**config.mk**
```make
export PLATFORM = sky130hd
export DESIGN_NAME = uep_out_buf
export DESIGN_NICKNAME = d
export VERILOG_FILES = /design/src/design/uep_pkg.sv /design/src/design/uep_out_buf.sv
export SDC_FILE = /design/constraint.sdc
export NUM_CORES = 1
export LEC_CHECK = 0
export BUFFER_PORTS_ARGS = -buffer_cell sky130_fd_sc_hd__buf_2
export CAP_MARGIN = 20
export CORE_MARGIN = 10
export CORE_UTILIZATION = 56
export CTS_BUF_LIST = sky130_fd_sc_hd__clkbuf_16
export DETAILED_ROUTE_END_ITERATION = 16
export PLACE_DENSITY = 0.87
export SLEW_MARGIN = 20
export SYNTH_ARGS = -nofsm -noshare
export SYNTH_HDL_FRONTEND = slang
export SYNTH_SLANG_ARGS = --single-unit
```
**constraint.sdc**
```tcl
create_clock -name clk -period 5.2 [get_ports clk]
set_input_delay 0.26 -clock clk [delete_from_list [all_inputs] [get_ports clk]]
set_output_delay 0.26 -clock clk [all_outputs]
set_load 0.1 [all_outputs]
```
**src/design/uep_pkg.sv**
```systemverilog
// Shared types, codes and constants of the serial EEPROM page protocol engine.
`default_nettype none

package uep_pkg;

    localparam int MEM_ADDR_BITS_DEF = 13;
    localparam int PAGE_BYTES        = 128;
    localparam int PAGE_IDX_W        = $clog2(PAGE_BYTES);
    localparam int BLOCK_BYTES       = 4096;
    localparam int BLOCK_SHIFT       = $clog2(BLOCK_BYTES);
    localparam int REMAIN_W          = 13;
    localparam int BASE_W            = 40;

    localparam logic [7:0] OP_PING1      = 8'h01;
    localparam logic [7:0] OP_PING2      = 8'h02;
    localparam logic [7:0] OP_BLOCK_READ = 8'h10;
    localparam logic [7:0] OP_PAGE_READ  = 8'h30;
    localparam logic [7:0] OP_PAGE_WRITE = 8'h40;
    localparam logic [7:0] OP_WRITE_NAK  = 8'h41;
    localparam logic [7:0] OP_RESET      = 8'h50;
    localparam logic [7:0] OP_BAUD       = 8'h7f;

    localparam logic CMD_RX_BYTE = 1'b0;
    localparam logic CMD_TX_PULL = 1'b1;

    localparam logic [1:0] KIND_BYTE  = 2'd0;
    localparam logic [1:0] KIND_BAUD  = 2'd1;
    localparam logic [1:0] KIND_RESET = 2'd2;

    typedef struct packed {
        logic       cmd;
        logic [7:0] rx_byte;
    } req_t;

    typedef struct packed {
        logic [1:0]  kind;
        logic [7:0]  tx_byte;
        logic [31:0] baud_value;
    } rsp_t;

    typedef enum logic [4:0] {
        ST_IDLE,
        ST_BLK_LO,
        ST_BLK_HI,
        ST_PAGE_LO,
        ST_PAGE_HI,
        ST_WR_LO,
        ST_WR_HI,
        ST_WR_DATA,
        ST_WR_SUM,
        ST_BAUD0,
        ST_BAUD1,
        ST_BAUD2,
        ST_BAUD3,
        ST_SEND,
        ST_SEND_WAIT,
        ST_COPY
    } state_t;

    typedef enum logic [3:0] {
        EM_NONE,
        EM_ECHO,
        EM_HDR_BLK,
        EM_HDR_PAGE,
        EM_ACK,
        EM_NAK,
        EM_BAUD,
        EM_RESET,
        EM_SUM,
        EM_DATA
    } emit_t;

    typedef struct packed {
        logic       addr_lo_ld;
        logic       addr_hi_ld;
        logic       blk_start;
        logic       page_start;
        logic       wr_start;
        logic       wr_byte;
        logic       baud_ld;
        logic [1:0] baud_idx;
        logic       rd_issue;
        logic       rd_take;
        logic       copy_start;
        logic       copy_run;
        emit_t      emit;
    } dp_cmd_t;

    typedef struct packed {
        logic rem_zero;
        logic fill_last;
        logic sum_match;
        logic copy_done;
    } dp_stat_t;

endpackage

`default_nettype wire

```
**src/design/uep_out_buf.sv**
```systemverilog
// Two-entry response buffer: output register plus skid register.
`default_nettype none

module uep_out_buf (
    input  wire logic          clk,
    input  wire logic          rst_n,
    input  wire logic          push,
    input  wire uep_pkg::rsp_t push_data,
    output logic               skid_full,
    output logic               rsp_valid,
    input  wire logic          rsp_stall,
    output uep_pkg::rsp_t      rsp
);

    logic          out_valid_reg;
    logic          out_valid_next;
    uep_pkg::rsp_t out_data_reg;
    uep_pkg::rsp_t out_data_next;
    logic          skid_valid_reg;
    logic          skid_valid_next;
    uep_pkg::rsp_t skid_data_reg;
    uep_pkg::rsp_t skid_data_next;
    logic          take;

    assign take      = out_valid_reg && !rsp_stall;
    assign rsp_valid = out_valid_reg;
    assign rsp       = out_data_reg;
    assign skid_full = skid_valid_reg;

    always_comb
    begin
        out_valid_next  = out_valid_reg;
        out_data_next   = out_data_reg;
        skid_valid_next = skid_valid_reg;
        skid_data_next  = skid_data_reg;
        if (push)
        begin
            if (!out_valid_reg || take)
            begin
                out_valid_next = 1'b1;
                out_data_next  = push_data;
            end
            else
            begin
                skid_valid_next = 1'b1;
                skid_data_next  = push_data;
            end
        end
        else if (take)
        begin
            if (skid_valid_reg)
            begin
                out_data_next   = skid_data_reg;
                skid_valid_next = 1'b0;
            end
            else
            begin
                out_valid_next = 1'b0;
            end
        end
    end

    always_ff @(posedge clk or negedge rst_n)
    begin
        if (!rst_n)
        begin
            out_valid_reg  <= 1'b0;
            skid_valid_reg <= 1'b0;
        end
        else
        begin
            out_valid_reg  <= out_valid_next;
            skid_valid_reg <= skid_valid_next;
        end
    end

    always_ff @(posedge clk)
    begin
        out_data_reg  <= out_data_next;
        skid_data_reg <= skid_data_next;
    end

endmodule

`default_nettype wire

```
# == Word-level counts from Yosys, hierarchy flattened ==
# Cells that the tools add are included.
# totals
out_inout_bits,44
input_bits,46
reg_bits,86
elab_cells,33
# op_classes
n_eq_ne,3
n_reduce_logical,10
n_bitwise,1
n_mux,11
# op_table
operator,n
two-way mux 42 bit,4
two-way mux 1 bit,7
AND reduction 3 bit,2
"inequality test 2 bit, second input constant",2
AND reduction 2 bit,2
nonzero test 2 bit,2
zero test 1 bit,2
"inequality test 2 x 1 -> 1 bit, second input constant",1
logical AND 1 bit,1
logical OR 1 bit,1
inverter 1 bit,1

# == Longest topological paths before layout ==
# logic_depth
depth_word,5
mapped_depth,4
mapped_depth_nobuf,2

# == Least setup slack after synthesis ==
# OpenSTA, ideal clock, no wires.
# synth_timing
path_type,register to register
startpoint,"register out_valid_reg, in the netlist rsp_valid"
endpoint,"register out_data_reg, in the netlist rsp[0], enable pin"
slack_ns,1.537
setup_ns,0.455
stages_incl_launch_ff,3
required_ns,4.745
t_arrival_ns,3.208
n_path_buf,0
synth_period_minus_slack_ns,3.663
path_cell_list,dfrtp_1 a21oi_1 a21oi_1
# synth_between
elab_chain_len,4
elab_cells_between_ends,6
classes_between,eq/ne (1); reduce/logical (5)
# synth_lines
element,line_no,source
start: declaration,uep_out_buf.sv:15,logic out_valid_reg;
start signal: assignment,uep_out_buf.sv:72,out_valid_reg <= out_valid_next;
zero test 1 bit or logical AND 1 bit (tied branches),"uep_out_buf.sv:38, uep_out_buf.sv:25",
logical OR 1 bit,uep_out_buf.sv:38,if (!out_valid_reg || take)
inequality test 2 x 1 -> 1 bit (no source line),--,
AND reduction 3 bit (no source line) *,--,
end signal: assignment,uep_out_buf.sv:79,out_data_reg <= out_data_next;
end: declaration,uep_out_buf.sv:17,uep_pkg::rsp_t out_data_reg;
# Mark *: on every way between the ends. The rest lies on a longest branch, timed or not.
# A chain may end at the register's enable or synchronous reset.

# == Worst setup path in the final report ==
# layout_timing
startpoint,input port push
endpoint,"register skid_data_reg[26] in the netlist's numbering, enable pin"
# layout_between
elab_chain_len,1
# layout_lines
element,line_no,source
start: declaration,uep_out_buf.sv:7,"input wire logic push,"
AND reduction 2 bit (no source line),--,
end signal: assignment,uep_out_buf.sv:80,skid_data_reg <= skid_data_next;
end: declaration,uep_out_buf.sv:21,uep_pkg::rsp_t skid_data_reg;
# Every way passes these cells.

==> results.py <==
metrics = {
    "power_and_ir_drop": {
        "p_leak_nw": 1.69,
        "ir_drop_v": 0.000276,
        "power_frac_seq": 0.441,
        "pwr-share-clk": 0.347,
        "p_sw_frac": 0.310,
        "power_density_nw_per_um2": 466,
        "p_sw_mw": 0.596,
        "power_frac_comb": 0.213,
        "p_int_mw": 1.32,
    },
    "cts": {
        "cts-buffers-inserted": 9,
        "cts_buffer_depth": 2,
        "cts.sinks": 86,
        "cts_hold_buf": 1,
        "cts_resized": 0,
        "cts_tree": "done",
        "cts_max_level": 3,
        "cts.clk_slew.worst_paths_ps": 60,
        "clockRootBuffer": "clkbuf_16",
        "cts_setup_buffers": 0,
        "clk_latency_ps": 320,
    },
    "die": {
        "fp.dieH_um": 96.9,
        "initial_core_util": 0.588,
        "die_w_um": 96.9,
        "placementRows": 27,
        "core_area_um2": 5640,
        "io_pins": 90,
        "dieArea_um2": 9400,
    },
    "final_layout": {
        "nets": 286,
        "area_growth_pct": 24.3,
        "drive_above_1_share": 0.608,
        "seqCellArea_um2": 2570,
        "n_antenna_cell": 0,
        "multi_input_area_um2": 669,
        "fillers": 357,
    },
    "critical_path": {
        "worstReg2RegStart": "rsp_valid",
        "critPathMaxStageDelay_ps": 970,
        "worst-endpoint-arrival_ps": 1930,
        "critPathKind": "input pin to flop",
        "reg2reg_setup_slack_ps": 3460,
        "critPathLaunchType": "input pin",
        "r2r_cells": 1,
        "path_buf_inv": 2,
        "crit_fanout": 45,
        "path_cells": "buf_2, buf_4, and3_2",
        "path_delay_family": "simple AND/OR/NAND/NOR gates",
        "critical_path_required_ps": 5150,
        "reg2reg_to": "skid_data_reg[26]",
        "crit_path_end_kind": "flop",
        "cpMaxStageDelayCell": "and3_2",
    },
    "logic_synthesis": {
        "synth_top_cell_by_area": "edfxtp_1",
        "synth_xor_area_frac": 0,
        "synth.avg_cell_area_um2": 23.3,
        "synth-seq-cells": 86,
        "netlist_top_cells_count": "84 x edfxtp_1, 37 x mux2_4, 5 x mux2_2, 3 x a21oi_1, 3 x buf_12",
        "synth_top_family_by_area": "multiplexers",
        "synth-simple-area-share": 0.00491,
        "ys.flop_type": "edfxtp_1",
        "synth.most_common_cell": "edfxtp_1",
        "yosys_warnings": 0,
        "syn-cell-area_um2": 3320,
        "syn_nets": 188,
        "synth-edff-count": 84,
        "synth_compound_area_frac": 0.00868,
        "ys_types": 13,
        "synth_area_leaders": "edfxtp_1 76%, mux2_4 17%, buf_12 1.8%, mux2_2 1.7%, dfrtp_1 1.5%",
        "synthAdderAreaFrac": 0,
        "synthCells": 142,
        "synthArstFlopShare": 0.0233,
        "synth_top_area_share": 0.761,
        "synth-seq-area-share": 0.776,
        "synthMuxAreaShare": 0.185,
    },
    "run_status": {
        "status": "complete, no violations",
    },
    "timing": {
        "post-route-min-period_ps": 1980,
        "finalHoldViolations": 0,
        "relSlewSlack": 0.373,
        "tightestPinTransition_ps": 940,
        "holdWs_ps": 128,
        "finalCritPeriodShare": 0.381,
        "setup_violations": 0,
        "rsz0062_at_grt": "false",
        "setup_tns_ps": 0,
        "fin_skew_ps": 4.01,
        "max_freq_ghz": 0.505,
        "drv_slew": 0,
    },
    "run": {
        "drv_cap": 0,
    },
    "grt": {
        "grtUsageTotal": 0.122,
        "globalRouteMet2Util": 0.192,
        "grt_pass1_vias": 1724,
        "antenna_found_initial": 0,
        "grt_remaining_overflow": 0,
        "grt_pass1_wl_mm": 9.07,
        "grt_busiest_layer": "met2",
        "grt_max_degree": 46,
        "met1_usage": 0.142,
        "use_met3": 0.0504,
    },
    "min_path": {
        "hp-start": "push_data[14]",
        "min_to": "skid_data_reg[14]",
        "hold_depth": 1,
        "hp-class": "input pin to flop",
    },
    "routing": {
        "viasPerCell": 5.10,
        "wire_per_inst_um": 18.5,
        "detail-route-antenna-nets": 0,
        "drt_iter0_drc": 106,
        "drtPass1Iterations": 5,
        "vias": 1616,
        "wl_mm": 5.87,
        "drc": 0,
    },
    "place": {
        "gp_congestion": 0.685,
        "io_buffers": 89,
        "dp_hpwl_mm": 4.05,
    },
}
==> layout make-up <==
class	count	share of cell area
sequential	86	0.624
clock buffer	9	0.0547
inverter	1	0.000911
multi-input combinational	50	0.162
timing repair buffer	92	0.114
tap	72	0.0219
clock inverter	7	0.0216
==> per-layer routing <==
layer,wire [um],vias to the layer above
li1,-,762
met3,423,6
met4,73,0
met1,2490,796
met2,2880,52
met5,0,-
==> through the flow <==
| step | worst slack, ps | instance area [um2] | instances | total power [mW] | util |
|---|---|---|---|---|---|
| 5_1_grt | 3110 | 4120 | 317 | 1.98 | 0.730 |
| 6_report | 3220 | 4120 | 317 | 1.92 | 0.730 |
| 2_1_floorplan | 1540 | 3320 | 142 | 1.20 | - |
| 4_1_cts | 3200 | 4120 | 317 | 1.93 | 0.730 |
| 3_3_place_gp | 2900 | 3800 | 300 | 1.27 | 0.673 |
| 3_5_place_dp | 2860 | 3800 | 300 | 1.27 | 0.673 |
==> kinds of logic (layout without fill, tap and decap cells) <==
group           after synthesis  in the layout
flops                        86             86
mux                          42             42
buf+inv                       6            109
compound gates                5              5
simple gates                  3              3
==> cells in the final DEF, fill, tap and decap left out, types with 2 or more instances in the layout <==
cell       Yosys  routed
clkbuf_16      0       9
inv_1          1       2
buf_2          0      89
mux2_4        37      37
buf_4          0       2
edfxtp_1      84      84
mux2_2         5       5
dfrtp_1        2       2
bufinv_16      0       2
a21oi_1        3       2
==> worst max path at each step <==
stage               startpoint           endpoint  slack [ps]  cells past startpoint
floorplan            rsp_valid             rsp[0]        1540                      2
global placement          push  skid_data_reg[21]        2900                      3
detailed placement        push  skid_data_reg[21]        2860                      3
CTS                       push  skid_data_reg[32]        3200                      3
global route              push  skid_data_reg[26]        3110                      3
finish                    push  skid_data_reg[26]        3220                      3
==> power groups by stage <==
stage	Combinational (mW)	Clock [mW]	Sequential, mW
detailed placement	0.411	0	0.861
global route	0.421	0.709	0.852
global placement	0.407	0	0.859
floorplan	0.0738	0	1.13
CTS	0.412	0.672	0.847
finish	0.408	0.666	0.846
Note: power is estimated with default switching activity, not from simulation.
