`src/design/uep_pkg.sv`:
```
// Shared types, codes and constants of the serial EEPROM page protocol engine.
`default_nettype none

package uep_pkg;

    localparam int MEM_ADDR_BITS_DEF = 13;
    localparam int PAGE_BYTES        = 128;
    localparam int PAGE_IDX_W        = $clog2(PAGE_BYTES);
    localparam int BLOCK_BYTES       = 4096;
    localparam int BLOCK_SHIFT       = $clog2(BLOCK_BYTES);
    localparam int REMAIN_W          = 13;
    localparam int BASE_W            = 40;

    localparam logic [7:0] OP_PING1      = 8'h01;
    localparam logic [7:0] OP_PING2      = 8'h02;
    localparam logic [7:0] OP_BLOCK_READ = 8'h10;
    localparam logic [7:0] OP_PAGE_READ  = 8'h30;
    localparam logic [7:0] OP_PAGE_WRITE = 8'h40;
    localparam logic [7:0] OP_WRITE_NAK  = 8'h41;
    localparam logic [7:0] OP_RESET      = 8'h50;
    localparam logic [7:0] OP_BAUD       = 8'h7f;

    localparam logic CMD_RX_BYTE = 1'b0;
    localparam logic CMD_TX_PULL = 1'b1;

    localparam logic [1:0] KIND_BYTE  = 2'd0;
    localparam logic [1:0] KIND_BAUD  = 2'd1;
    localparam logic [1:0] KIND_RESET = 2'd2;

    typedef struct packed {
        logic       cmd;
        logic [7:0] rx_byte;
    } req_t;

    typedef struct packed {
        logic [1:0]  kind;
        logic [7:0]  tx_byte;
        logic [31:0] baud_value;
    } rsp_t;

    typedef enum logic [4:0] {
        ST_IDLE,
        ST_BLK_LO,
        ST_BLK_HI,
        ST_PAGE_LO,
        ST_PAGE_HI,
        ST_WR_LO,
        ST_WR_HI,
        ST_WR_DATA,
        ST_WR_SUM,
        ST_BAUD0,
        ST_BAUD1,
        ST_BAUD2,
        ST_BAUD3,
        ST_SEND,
        ST_SEND_WAIT,
        ST_COPY
    } state_t;

    typedef enum logic [3:0] {
        EM_NONE,
        EM_ECHO,
        EM_HDR_BLK,
        EM_HDR_PAGE,
        EM_ACK,
        EM_NAK,
        EM_BAUD,
        EM_RESET,
        EM_SUM,
        EM_DATA
    } emit_t;

    typedef struct packed {
        logic       addr_lo_ld;
        logic       addr_hi_ld;
        logic       blk_start;
        logic       page_start;
        logic       wr_start;
        logic       wr_byte;
        logic       baud_ld;
        logic [1:0] baud_idx;
        logic       rd_issue;
        logic       rd_take;
        logic       copy_start;
        logic       copy_run;
        emit_t      emit;
    } dp_cmd_t;

    typedef struct packed {
        logic rem_zero;
        logic fill_last;
        logic sum_match;
        logic copy_done;
    } dp_stat_t;

endpackage

`default_nettype wire

```
`src/design/uep_ctrl.sv`:
```
// Command phase state machine that sequences the protocol datapath.
`default_nettype none

module uep_ctrl (
    input  wire logic              clk,
    input  wire logic              rst_n,
    input  wire logic              req_valid,
    input  wire uep_pkg::req_t     req,
    output logic                   req_stall,
    input  wire logic              skid_full,
    input  wire uep_pkg::dp_stat_t stat,
    output uep_pkg::dp_cmd_t       cmd
);

    uep_pkg::state_t state_reg;
    uep_pkg::state_t state_next;
    logic            accepting;
    logic            acc;
    logic            pull;

    assign accepting = !(state_reg inside {uep_pkg::ST_SEND_WAIT, uep_pkg::ST_COPY})
                       && !skid_full;
    assign req_stall = !accepting;
    assign acc       = req_valid && accepting;
    assign pull      = (req.cmd == uep_pkg::CMD_TX_PULL);

    always_comb
    begin
        state_next = state_reg;
        case (state_reg)
            uep_pkg::ST_SEND_WAIT:
            begin
                state_next = uep_pkg::ST_SEND;
            end
            uep_pkg::ST_COPY:
            begin
                if (stat.copy_done)
                begin
                    state_next = uep_pkg::ST_IDLE;
                end
            end
            uep_pkg::ST_SEND:
            begin
                if (acc && pull)
                begin
                    state_next = stat.rem_zero ? uep_pkg::ST_IDLE : uep_pkg::ST_SEND_WAIT;
                end
            end
            default:
            begin
                if (acc && !pull)
                begin
                    case (state_reg)
                        uep_pkg::ST_IDLE:
                        begin
                            case (req.rx_byte)
                                uep_pkg::OP_BLOCK_READ: state_next = uep_pkg::ST_BLK_LO;
                                uep_pkg::OP_PAGE_READ:  state_next = uep_pkg::ST_PAGE_LO;
                                uep_pkg::OP_PAGE_WRITE: state_next = uep_pkg::ST_WR_LO;
                                uep_pkg::OP_BAUD:       state_next = uep_pkg::ST_BAUD0;
                                default:                state_next = uep_pkg::ST_IDLE;
                            endcase
                        end
                        uep_pkg::ST_BLK_LO:  state_next = uep_pkg::ST_BLK_HI;
                        uep_pkg::ST_BLK_HI:  state_next = uep_pkg::ST_SEND;
                        uep_pkg::ST_PAGE_LO: state_next = uep_pkg::ST_PAGE_HI;
                        uep_pkg::ST_PAGE_HI: state_next = uep_pkg::ST_SEND;
                        uep_pkg::ST_WR_LO:   state_next = uep_pkg::ST_WR_HI;
                        uep_pkg::ST_WR_HI:   state_next = uep_pkg::ST_WR_DATA;
                        uep_pkg::ST_WR_DATA:
                        begin
                            if (stat.fill_last)
                            begin
                                state_next = uep_pkg::ST_WR_SUM;
                            end
                        end
                        uep_pkg::ST_WR_SUM:
                        begin
                            state_next = stat.sum_match ? uep_pkg::ST_COPY : uep_pkg::ST_IDLE;
                        end
                        uep_pkg::ST_BAUD0: state_next = uep_pkg::ST_BAUD1;
                        uep_pkg::ST_BAUD1: state_next = uep_pkg::ST_BAUD2;
                        uep_pkg::ST_BAUD2: state_next = uep_pkg::ST_BAUD3;
                        uep_pkg::ST_BAUD3: state_next = uep_pkg::ST_IDLE;
                        default:           state_next = uep_pkg::ST_IDLE;
                    endcase
                end
            end
        endcase
    end

    always_comb
    begin
        cmd      = '0;
        cmd.emit = uep_pkg::EM_NONE;
        case (state_reg)
            uep_pkg::ST_SEND_WAIT:
            begin
                cmd.rd_take = 1'b1;
                cmd.emit    = uep_pkg::EM_DATA;
            end
            uep_pkg::ST_COPY:
            begin
                cmd.copy_run = 1'b1;
            end
            uep_pkg::ST_SEND:
            begin
                if (acc && pull)
                begin
                    if (stat.rem_zero)
                    begin
                        cmd.emit = uep_pkg::EM_SUM;
                    end
                    else
                    begin
                        cmd.rd_issue = 1'b1;
                    end
                end
            end
            default:
            begin
                if (acc && !pull)
                begin
                    case (state_reg)
                        uep_pkg::ST_IDLE:
                        begin
                            case (req.rx_byte)
                                uep_pkg::OP_PING1: cmd.emit = uep_pkg::EM_ECHO;
                                uep_pkg::OP_PING2: cmd.emit = uep_pkg::EM_ECHO;
                                uep_pkg::OP_RESET: cmd.emit = uep_pkg::EM_RESET;
                                default:           cmd.emit = uep_pkg::EM_NONE;
                            endcase
                        end
                        uep_pkg::ST_BLK_LO, uep_pkg::ST_PAGE_LO, uep_pkg::ST_WR_LO:
                        begin
                            cmd.addr_lo_ld = 1'b1;
                        end
                        uep_pkg::ST_BLK_HI:
                        begin
                            cmd.addr_hi_ld = 1'b1;
                            cmd.blk_start  = 1'b1;
                            cmd.emit       = uep_pkg::EM_HDR_BLK;
                        end
                        uep_pkg::ST_PAGE_HI:
                        begin
                            cmd.addr_hi_ld = 1'b1;
                            cmd.page_start = 1'b1;
                            cmd.emit       = uep_pkg::EM_HDR_PAGE;
                        end
                        uep_pkg::ST_WR_HI:
                        begin
                            cmd.addr_hi_ld = 1'b1;
                            cmd.wr_start   = 1'b1;
                        end
                        uep_pkg::ST_WR_DATA:
                        begin
                            cmd.wr_byte = 1'b1;
                        end
                        uep_pkg::ST_WR_SUM:
                        begin
                            if (stat.sum_match)
                            begin
                                cmd.copy_start = 1'b1;
                                cmd.emit       = uep_pkg::EM_ACK;
                            end
                            else
                            begin
                                cmd.emit = uep_pkg::EM_NAK;
                            end
                        end
                        uep_pkg::ST_BAUD0:
                        begin
                            cmd.baud_ld  = 1'b1;
                            cmd.baud_idx = 2'd0;
                        end
                        uep_pkg::ST_BAUD1:
                        begin
                            cmd.baud_ld  = 1'b1;
                            cmd.baud_idx = 2'd1;
                        end
                        uep_pkg::ST_BAUD2:
                        begin
                            cmd.baud_ld  = 1'b1;
                            cmd.baud_idx = 2'd2;
                        end
                        uep_pkg::ST_BAUD3:
                        begin
                            cmd.baud_ld  = 1'b1;
                            cmd.baud_idx = 2'd3;
                            cmd.emit     = uep_pkg::EM_BAUD;
                        end
                        default:
                        begin
                            cmd.emit = uep_pkg::EM_NONE;
                        end
                    endcase
                end
            end
        endcase
    end

    always_ff @(posedge clk or negedge rst_n)
    begin
        if (!rst_n)
        begin
            state_reg <= uep_pkg::ST_IDLE;
        end
        else
        begin
            state_reg <= state_next;
        end
    end

endmodule

`default_nettype wire

```
`config.mk`:
```
export PLATFORM = sky130hd
export DESIGN_NAME = uep_ctrl
export DESIGN_NICKNAME = d
export VERILOG_FILES = /design/src/design/uep_pkg.sv /design/src/design/uep_ctrl.sv
export SDC_FILE = /design/constraint.sdc
export NUM_CORES = 1
export LEC_CHECK = 0
export ABC_AREA = 1
export BUFFER_PORTS_ARGS = -buffer_cell sky130_fd_sc_hd__buf_4
export CAP_MARGIN = 25
export CORE_MARGIN = 2
export CORE_UTILIZATION = 41
export DETAILED_ROUTE_END_ITERATION = 7
export MAX_ROUTING_LAYER = met4
export PLACE_DENSITY = 0.74
export SLEW_MARGIN = 25
export SYNTH_ARGS = -nofsm -noshare
export SYNTH_HDL_FRONTEND = slang
export SYNTH_SLANG_ARGS = --single-unit
```
`constraint.sdc`:
```
create_clock -name clk -period 1.5 [get_ports clk]
set_clock_uncertainty 0.2 [all_clocks]
set_input_delay 0.15 -clock clk [delete_from_list [all_inputs] [get_ports clk]]
set_output_delay 0.15 -clock clk [all_outputs]
set_load 0.005 [all_outputs]
```
==> results of run 1 <==
==> logic make-up after synthesis <==
logic type | synth area share
and+or+nand+nor | 0.605
AOI/OAI and AO/OA | 0.108
buffers and inverters | 0.153
DFF | 0.133
==> metrics by stage <==
step,setup slack [ps],util
after detailed placement,-152,0.702
after CTS,-302,0.864
after floorplan,22.2,-
after global placement,-144,0.702
==> synthesized netlist by cell type, drive strengths merged <==
library cell / instances / area share
clkbuf: 1 / 0.0067
dfrtp: 4 / 0.13
nand3: 16 / 0.11
a2111oi: 1 / 0.012
a41oi: 1 / 0.012
nand4: 4 / 0.033
inv: 28 / 0.14
buf: 1 / 0.0067
nor3: 1 / 0.0067
a31oi: 2 / 0.017
o21ai: 3 / 0.020
nand3b: 1 / 0.010
o211ai: 1 / 0.010
a21oi: 5 / 0.038
nor2: 34 / 0.18
nand2: 51 / 0.26
==> metal layers <==
| layer | GRT usage | GRT overflow |
|---|---|---|
| met2 | 0.910 | 11 |
| met3 | 0.488 | 0 |
| met5 | - | - |
| met4 | 0.733 | 13 |
| met1 | 0.607 | 0 |
==> what timing repair did <==
action / in CTS
pin swaps: 23
hold buffers: 1
setup endpoints to repair: 21
setup buffers: 17
gates resized for setup: 44
hold endpoints to repair: 4
cloned: 0
==> impl_metrics.ini, run 1 <==
[placement]
port-buffer-count = 34
place_inst = 235
dpl.hpwl_um = 2170
gp_congestion = 0.928
placed_area_um2 = 1210

[floorplan]
fp.dieH_um = 46.8
num_rows = 15
io_pins = 35
initial_core_util = 0.435
die_w_um = 46.8

[synth]
yosysWarnings = 0
syn_area_um2 = 751
synthCells = 154
synth_area_per_cell_um2 = 4.87
ys_seq_elements = 4
yosysSeqAreaShare = 0.133
syn_nets = 171
synth_cell_types = 21

[outcome]
error_line = [ERROR GRT-0232] Routing congestion too high. Check the congestion heatmap in the GUI.
haltStage = 5_1_grt
status = did not finish

[sta]
crit_endpoint = cmd[0]
worstEndpointType = primary output

[global_route]
grt_overflow = 24
grt_max_degree = 12
track_usage = 0.690

[clocking]
clock_sinks = 4
cts_root_buf = clkbuf_4
h-tree-depth = 1
cts_buffers = 3
clockBufferDepth = 2
==> inputs of run 2 (changes only) <==
--- a/config.mk
+++ b/config.mk
@@ -8,11 +8,10 @@
 export ABC_AREA = 1
 export BUFFER_PORTS_ARGS = -buffer_cell sky130_fd_sc_hd__buf_4
 export CAP_MARGIN = 25
-export CORE_MARGIN = 2
-export CORE_UTILIZATION = 41
+export CORE_AREA = 2 2 63 65
 export DETAILED_ROUTE_END_ITERATION = 7
-export MAX_ROUTING_LAYER = met4
-export PLACE_DENSITY = 0.74
+export DIE_AREA = 0 0 65 67
+export PLACE_DENSITY_LB_ADDON = 0.15
 export SLEW_MARGIN = 25
 export SYNTH_ARGS = -nofsm -noshare
 export SYNTH_HDL_FRONTEND = slang
==> constraint.sdc (replaced) <==
create_clock -name clk -period 2 [get_ports clk]
set_clock_uncertainty 0.2 [all_clocks]
set_input_delay 0.2 -clock clk [delete_from_list [all_inputs] [get_ports clk]]
set_output_delay 0.2 -clock clk [all_outputs]
set_load 0.005 [all_outputs]
==> run 2 against run 1 <==
  * The run now ends clean
  * Area after synthesis unchanged
  * Synthesized cell count unchanged
==> impl_metrics.ini, run 2 <==
[clocking]
clock_sinks = 4
cts_tree = done
clk_pin_slew_ps = 30
clock_latency_ps = 220
h-tree-depth = 1
cts_root_buf = clkbuf_8
cts_buffers = 3
clockBufferDepth = 2

[sta]
fmax_mhz = 527
fin_setup_tns_ps = 0
maxSlewViolCount = 0
post-route-period-util = 0.948
finalSetupViolCount = 0
relSlewSlack = 0.752
tightest_slew_ps = 370
finalCriticalPeriod_ps = 1900
hold_viol = 0
rsz0062_at_grt = no

[global_route]
grt_pass1_vias = 965
antenna_found_initial = 0
grt_pass1_wl_um = 4070
track_usage = 0.122
grt_overflow = 0
grt_max_degree = 12

[setup_path]
path_class = reg2out
cp-end-kind = primary output
worstSetupStartpointType = register
r2r-start = state_reg[3]$_DFFE_PN0P_
r2r_slack_ps = 440
timing.critical_path.cells = nand3_2 > nand4_1 > a2111oi_1 > buf_4
cpPeakStageDelay_ps = 450
critical_path_arrival_ps = 1500
path_max_fanout = 8
slowest_stage = dfrtp_2
cp_top_family = flip-flops
r2r-end = state_reg[2]$_DFFE_PN0P_
ff2ff_path_depth = 8
worst_ep_required_time_ps = 1600
crit_buf_inv = 1

[floorplan]
initial_core_util = 0.208
core_region_area_um2 = 3610
fp.dieH_um = 67
die_w_um = 65
num_rows = 22
dieArea_um2 = 4360
io_pins = 35

[synth]
synth.most_common_cell = nand2_1
ys_dominant_reg_cell = dfrtp_1
synth_edf_count = 0
post-synth-top-area-fraction = 0.250
synth_cell_types = 21
ys_top_cells_by_area = nand2_1, nor2_1, dfrtp_1
yosysTopAreaCell = nand2_1
synth_area_per_cell_um2 = 4.87
syn_nets = 171
ys_seq_elements = 4
yosysWarnings = 0
synth_common_cells = nand2_1, nor2_1, inv_1
synthArstFlopShare = 1.00
syn_area_um2 = 751
yosysSeqAreaShare = 0.133
synthCells = 154

[cells_and_area]
layout.cells.non_filler = 241
layout-drive-gt1-share = 0.306
utilization = 0.321
largest_reg_flops = 4
final_cell_mix = nand2_1, buf_4, nor2_1, inv_1, nand3_1
syn_to_final_growth_pct = 54.2
final_cell_area_um2 = 1160
fin_nets = 212
final_common_cell = nand2_1
antenna_cells = 0

[pwr]
fin_total_pwr_mw = 1.01
p_per_area_nw_per_um2 = 876
ir_drop_mv = 0.227
power_leakage_nw = 0.634

[route]
ant_nets = 0
drt-total-wl_um = 2540
post-route-drc-count = 0
viasPerCell = 4.32
drt_iter0_drc = 52
first_pass_iters = 4
wire_per_inst_um = 10.5
num_vias = 1041

[worst_hold_path]
hold_path_class = in2async

[placement]
place_inst = 235
port-buffer-count = 34
placed_area_um2 = 1060
dpl.hpwl_um = 2140
gp_congestion = 0.816

[job]
max_cap_violations = 0

[outcome]
status = finished clean
==> run 2: area by class of cell <==
| class | instances | area (µm²) |
|---|---|---|
| Timing Repair Buffer | 38 | 288 |
| Inverter | 28 | 105 |
| Multi-Input combinational cell | 120 | 559 |
| Sequential cell | 4 | 104 |
| Fill cell | 449 | 2450 |
| Clock buffer | 3 | 41.3 |
| Tap cell | 48 | 60.1 |
==> run 2: logic make-up (layout without fill, tap and decap cells) <==
| kind of cell | count (synthesis) | after routing | share of synthesized area |
|---|---|---|---|
| buffers and inverters | 30 | 69 | 0.153 |
| AOI/OAI and AO/OA | 13 | 13 | 0.108 |
| DFF | 4 | 4 | 0.133 |
| and+or+nand+nor | 107 | 107 | 0.605 |
==> run 2: worst register-to-register path: stages, from the launching register on <==
cell,delay [ps]
dfrtp_2,450
nand2_1,220
inv_1,90
nand2_1,150
nand2_1,70
inv_1,70
nand3_1,80
nand2_1,80
nand2_1,50
==> run 2: how the worst max path moves through the flow <==
stage | from | endpoint | slack, ps | depth (start not counted)
after floorplan | state_reg[3]$_DFFE_PN0P_ | cmd[0] | 440 | 8
after global placement | state_reg[3]$_DFFE_PN0P_ | cmd[16] | 190 | 4
after detailed placement | state_reg[3]$_DFFE_PN0P_ | cmd[16] | 210 | 4
after CTS | state_reg[2]$_DFFE_PN0P_ | cmd[0] | 3 | 8
after global routing | state_reg[1]$_DFFE_PN0P_ | cmd[1] | 20 | 5
final | state_reg[3]$_DFFE_PN0P_ | cmd[16] | 100 | 4
==> run 2: timing repair <==
| item | 4_1_cts | 5_1_grt |
|---|---|---|
| gates resized for setup | 3 | 9 |
| pin swaps | 0 | 1 |
| hold endpoints to repair | 4 | 0 |
| buffers inserted | 0 | 2 |
| endpoints found under the setup margin | 4 | 6 |
| hold buffers | 1 | 0 |
==> run 2: power by group <==
group          switching [mW]  internal, mW  leakage (nW)  total (mW)
sequential             0.0676         0.121        0.0472       0.189
clock                  0.0427         0.128        0.0216       0.171
combinational           0.409         0.245         0.565       0.654
total                   0.519         0.495         0.634        1.01
==> run 2: per-stage QoR <==
step | setup slack [ps] | hold slack, ps
finish | 103 | 118
global route | 17.6 | 127
CTS | 2.76 | 111
detailed placement | 206 | -202
global placement | 195 | -203
floorplan | 445 | -296
==> run 2: metal layers <==
layer / vias up / track usage / wire length [µm]
li1: 561 / - / -
met1: 447 / 0.152 / 1230
met2: 31 / 0.204 / 1140
met3: 2 / 0.0372 / 163
met4: 0 / 0.0319 / 8
met5: - / 0 / 0
(Power assumes the default switching activity.)
==> inputs of run 3 (changes only) <==
--- a/config.mk
+++ b/config.mk
@@ -12,6 +12,7 @@
 export DETAILED_ROUTE_END_ITERATION = 7
 export DIE_AREA = 0 0 65 67
 export PLACE_DENSITY_LB_ADDON = 0.15
+export SETUP_SLACK_MARGIN = 0.2
 export SLEW_MARGIN = 25
 export SYNTH_ARGS = -nofsm -noshare
 export SYNTH_HDL_FRONTEND = slang
==> run 3 against run 2 <==
  * Clock power about the same
  * Non-clock buffer count up 1
  * Critical path depth up 1
  * Worst setup slack better by 8.4 ps
  * Utilization up 0.87 points
==> impl_metrics.ini, run 3 (same netlist as run 2, synthesis figures left out) <==
[outcome]
status = finished clean

[floorplan]
die_w_um = 65
io_pins = 35
num_rows = 22
core_region_area_um2 = 3610
initial_core_util = 0.208
fp.dieH_um = 67
dieArea_um2 = 4360

[setup_path]
worstSetupStartpointType = register
crit_buf_inv = 2
cp-end-kind = primary output
worst_ep_required_time_ps = 1600
path_max_fanout = 11
critical_path_arrival_ps = 1490
cp_top_family = flip-flops
path_class = reg2out
timing.critical_path.cells = nand3_2 > nand4_1 > buf_4 > a41oi_1 > buf_4
slowest_stage = dfrtp_2
cpPeakStageDelay_ps = 460
cpMostUsedCell = buf_4

[sta]
fin_setup_tns_ps = 0
finalCriticalPeriod_ps = 1890
finalSetupViolCount = 0
hold_viol = 0
post-route-period-util = 0.944
rsz0062_at_grt = yes
fin_ws_ps = 112
maxSlewViolCount = 0
relSlewSlack = 0.761
tightest_slew_ps = 358
fmax_mhz = 530

[clocking]
clock_latency_ps = 220
cts_root_buf = clkbuf_8
cts_tree = done
clock_sinks = 4
cts_buffers = 3
clockBufferDepth = 2
clk_pin_slew_ps = 30
h-tree-depth = 1

[placement]
place_inst = 235
dpl.hpwl_um = 2140
placed_area_um2 = 1060
port-buffer-count = 34
pre_cts_slack_ps = 206
gp_congestion = 0.816

[pwr]
power_leakage_nw = 0.642
p_per_area_nw_per_um2 = 900
ir_drop_mv = 0.259

[global_route]
grt_overflow = 0
antenna_found_initial = 0
globalRouteMet3Util = 0.0389
use_met2 = 0.213
grt_pass1_wl_um = 4180
grt_pass1_vias = 986
busiest_layer = met2
grt_util_met1 = 0.153
track_usage = 0.125
grt_max_degree = 12

[cells_and_area]
antenna_cells = 0
utilization = 0.330
fin_nets = 213
fillers = 442
layout.cells.non_filler = 242
largest_reg_flops = 4
layout-drive-gt1-share = 0.320
final_cell_area_um2 = 1190
final_common_cell = nand2_1
syn_to_final_growth_pct = 58.3
final_cell_mix = nand2_1, buf_4, nor2_1, inv_1, nand3_1

[route]
ant_nets = 0
first_pass_iters = 4
wire_per_inst_um = 10.7
viasPerCell = 4.37
drt-total-wl_um = 2580
num_vias = 1058
drt_iter0_drc = 50
post-route-drc-count = 0

[worst_hold_path]
hold_path_class = in2async

[job]
max_cap_violations = 0
[run 3: cell count changes in the layout (fill, tap and decap cells not counted), sizes merged]
cell / delta
buf: +1
[run 3: per-stage QoR]
stage / hold WS [ps] / power [mW]
CTS: 111 / 1.01
detailed placement: -202 / 0.750
global placement: -203 / 0.761
finish: 119 / 1.07
global route: 127 / 1.18
floorplan: -296 / 0.578
[run 3: final cells by class]
cell class / instances / area, µm² / area share
multi-input cells: 120 / 574 / 0.483
well taps: 48 / 60.1 / 0.0505
inverters: 28 / 113 / 0.0947
flip-flops and latches: 4 / 105 / 0.0884
clock buffers: 3 / 41.3 / 0.0347
repair buffers: 39 / 295 / 0.248
[run 3: path summary, 6_finish.rpt]
| check | startpoint | end | slack [ps] | depth (start not counted) |
|---|---|---|---|---|
| max | state_reg[1]$_DFFE_PN0P_ | cmd[1] | 110 | 5 |
| min | rst_n | state_reg[3]$_DFFE_PN0P_ | 120 | 2 |
| max reg2reg | state_reg[2]$_DFFE_PN0P_ | state_reg[0]$_DFFE_PN0P_ | 440 | 9 |
| min reg2reg | state_reg[2]$_DFFE_PN0P_ | state_reg[2]$_DFFE_PN0P_ | 390 | 2 |
| max in group asynchronous | rst_n | state_reg[1]$_DFFE_PN0P_ | 1370 | 2 |
| min in group clk | req[8] | state_reg[3]$_DFFE_PN0P_ | 230 | 6 |
[run 3: power by group]
part / leakage [nW] / internal (mW) / switching [mW]
combinational: 0.575 / 0.268 / 0.433
sequential: 0.0459 / 0.123 / 0.0752
clock: 0.0216 / 0.128 / 0.0428
total: 0.642 / 0.519 / 0.551
[run 3: what timing repair did]
item	4_1_cts	5_1_grt
setup endpoints to repair	15	15
endpoints found under the hold margin	4	0
resized for setup	10	10
setup buffers	3	0
hold buffers	1	0
pin swaps	2	3
gates cloned	0	0
[run 3: per-layer routing]
metal  part of all wire  up-vias
li1                   -      562
met1               0.47      461
met2               0.46       33
met3              0.069        2
met4             0.0031        0
met5                  0        -
==> inputs of run 4 (changes only) <==
--- a/config.mk
+++ b/config.mk
@@ -5,7 +5,6 @@
 export SDC_FILE = /design/constraint.sdc
 export NUM_CORES = 1
 export LEC_CHECK = 0
-export ABC_AREA = 1
 export BUFFER_PORTS_ARGS = -buffer_cell sky130_fd_sc_hd__buf_4
 export CAP_MARGIN = 25
 export CORE_AREA = 2 2 63 65
==> run 4 against run 3 <==
  * Sequential power fell by 27%
  * Global-route usage rose by 0.92 points
  * Via count fell by 0.38%
  * Critical path type unchanged
  * Critical path depth rose by 1
  * Combinational power rose by 120%
  * The flow now finishes with violations (setup timing)
  * Highest routed layer unchanged
  * Die area did not move
  * Clock-buffer cell count did not move
  * Critical endpoint unchanged
  * Total power rose by 72%
==> impl_metrics.ini, run 4 <==
[outcome]
status = finished with violations
violations = setup timing

[worst_hold_path]
hold_depth = 3
hold_path_class = in2reg

[pwr]
power_leakage_nw = 0.570
clkPwrFrac = 0.090
p_comb_frac = 0.832
ir_drop_mv = 0.493
power.switching_mw = 0.896
sequentialPowerShare = 0.078
p_int_mw = 0.940
p_per_area_nw_per_um2 = 1280
p_sw_frac = 0.488

[clocking]
clk_pin_slew_ps = 30
clockBufferDepth = 2
cts_tree = done
clock_latency_ps = 210
clock_sinks = 4
h-tree-depth = 1
cts_buffers = 3
cts_root_buf = clkbuf_8

[placement]
place_inst = 207
port-buffer-count = 34
gp_congestion = 0.788
dpl.hpwl_um = 2200
pre_cts_slack_ps = 40.9

[setup_path]
critical_path_arrival_ps = 1760
timing.critical_path.cells = or2_4 > nor4_4 > nand4_1 > a21oi_1 > o21a_1 > buf_4
worst_ep_required_time_ps = 1600
cp-end-kind = primary output
slowest_stage = nor4_4
path_max_fanout = 4
path_class = reg2out
path_depth = 6
cp_top_family = simple AND/OR/NAND/NOR gates
crit_buf_inv = 1
worstSetupStartpointType = register
ff2ff_path_depth = 8
cpPeakStageDelay_ps = 370

[global_route]
grt_pass1_wl_um = 4570
grt_max_degree = 21
track_usage = 0.135
grt_pass1_vias = 995
antenna_found_initial = 0
grt_overflow = 0

[route]
post-route-drc-count = 0
num_vias = 1054
viasPerCell = 4.83
drt_iter0_drc = 22
drt-total-wl_um = 2950
wire_per_inst_um = 13.5
ant_nets = 0
first_pass_iters = 4

[cells_and_area]
largest_reg_flops = 4
final_cell_mix = buf_4, nor2_1, nand2_1, buf_6
syn_to_final_growth_pct = 87.4
antenna_cells = 0
layout-drive-gt1-share = 0.500
fillers = 388
final_common_cell = buf_4
fin_nets = 189
utilization = 0.397
layout.cells.non_filler = 218

[sta]
post-route-period-util = 1.08
fin_setup_tns_ps = -379
rsz0062_at_grt = yes
finalCriticalPeriod_ps = 2160
maxSlewViolCount = 0
fmax_mhz = 464
finalSetupViolCount = 3
hold_viol = 0
fin_ws_ps = -156
tightest_slew_ps = 404
relSlewSlack = 0.724

[synth]
synth_edf_count = 0
synthCells = 121
syn_area_um2 = 763
syn_nets = 138
synth_common_cells = nor2_1, nand2_1, a21oi_1
ys_seq_elements = 4
yosysSeqAreaShare = 0.131
synthArstFlopShare = 1.00
ys_top_cells_by_area = dfrtp_1, nor2_1, nand2_1
synth.most_common_cell = nor2_1
ys_dominant_reg_cell = dfrtp_1
yosysTopAreaCell = dfrtp_1
post-synth-top-area-fraction = 0.131
yosysWarnings = 0
synth_area_per_cell_um2 = 6.31
synth_cell_types = 45

[floorplan]
num_rows = 22
dieArea_um2 = 4360
io_pins = 35
initial_core_util = 0.212
fp.dieH_um = 67
core_region_area_um2 = 3610
die_w_um = 65

[job]
max_cap_violations = 0
-- run 4: cell count changes in the layout (fill, tap and decap cells not counted), moves of 4 or more --
cell / before / now
buf_6: 0 / 8
buf_4: 38 / 43
nand2b_1: 0 / 4
nor2_1: 29 / 19
nand2_1: 48 / 16
dfrtp_2: 4 / 0
inv_1: 23 / 3
dfrtp_1: 0 / 4
nand3_1: 13 / 4
-- run 4: cell type report --
| class | instances | area, µm² | area share |
|---|---|---|---|
| clock buffer | 3 | 41.3 | 0.0289 |
| inverter | 4 | 15.0 | 0.0105 |
| multi-input combinational | 105 | 761 | 0.532 |
| sequential | 4 | 100 | 0.0700 |
| tap | 48 | 60.1 | 0.0420 |
| timing repair buffer | 54 | 453 | 0.317 |
-- run 4: cell families (layout without fill, tap and decap cells) --
family | count (synthesis) | count (layout) | share of synthesized area
xor gates and xnor gates | 2 | 2 | 0.0230
AOI/OAI and AO/OA | 29 | 29 | 0.262
and+or+nand+nor | 74 | 74 | 0.507
DFF | 4 | 4 | 0.131
buffers and inverters | 12 | 61 | 0.0770
-- run 4: tightest hold or removal path: stages --
cell and delay, ps:
buf_4 120, nand4_1 60, a31oi_1 80
-- run 4: timing repair --
action / 4_1_cts / 5_1_grt
endpoints found under the setup margin: 12 / 21
hold buffers: 1 / 0
resized for setup: 21 / 21
setup buffers: 4 / 3
hold endpoints to repair: 4 / 0
pin swaps: 12 / 11
-- run 4: metrics by stage --
stage	cell area (µm²)	hold slack, ps	total power, mW
after floorplan	769	-296	0.846
after global placement	1130	-203	1.23
after detailed placement	1130	-203	1.23
after CTS	1310	98.9	1.64
after global routing	1430	101	1.98
final	1430	93.3	1.84
-- run 4: final timing paths --
path	start	slack (ps)	endpoint
worst min-delay path	req[5]	90	state_reg[1]$_DFFE_PN0P_
worst max register to register	state_reg[1]$_DFFE_PN0P_	90	state_reg[0]$_DFFE_PN0P_
worst min register to register	state_reg[2]$_DFFE_PN0P_	590	state_reg[2]$_DFFE_PN0P_
worst max-delay path	state_reg[2]$_DFFE_PN0P_	-160	cmd[1]
max in group asynchronous	rst_n	1380	state_reg[2]$_DFFE_PN0P_
min in group asynchronous	rst_n	120	state_reg[1]$_DFFE_PN0P_
-- run 4: metal layers --
| metal | GRT usage | up-vias | wire [µm] |
|---|---|---|---|
| met1 | 0.181 | 484 | 1410 |
| met5 | 0 | - | 0 |
| met4 | 0.0479 | 0 | 14 |
| met3 | 0.0135 | 2 | 144 |
| met2 | 0.222 | 27 | 1380 |
| li1 | - | 541 | - |
-- run 4: power groups by stage --
| stage | Sequential, mW | Clock, mW | Combinational [mW] |
|---|---|---|---|
| after floorplan | 0.153 | 0 | 0.694 |
| after global placement | 0.138 | 0 | 1.09 |
| after detailed placement | 0.140 | 0 | 1.09 |
| after CTS | 0.145 | 0.171 | 1.32 |
| after global routing | 0.151 | 0.179 | 1.65 |
| final | 0.144 | 0.165 | 1.53 |
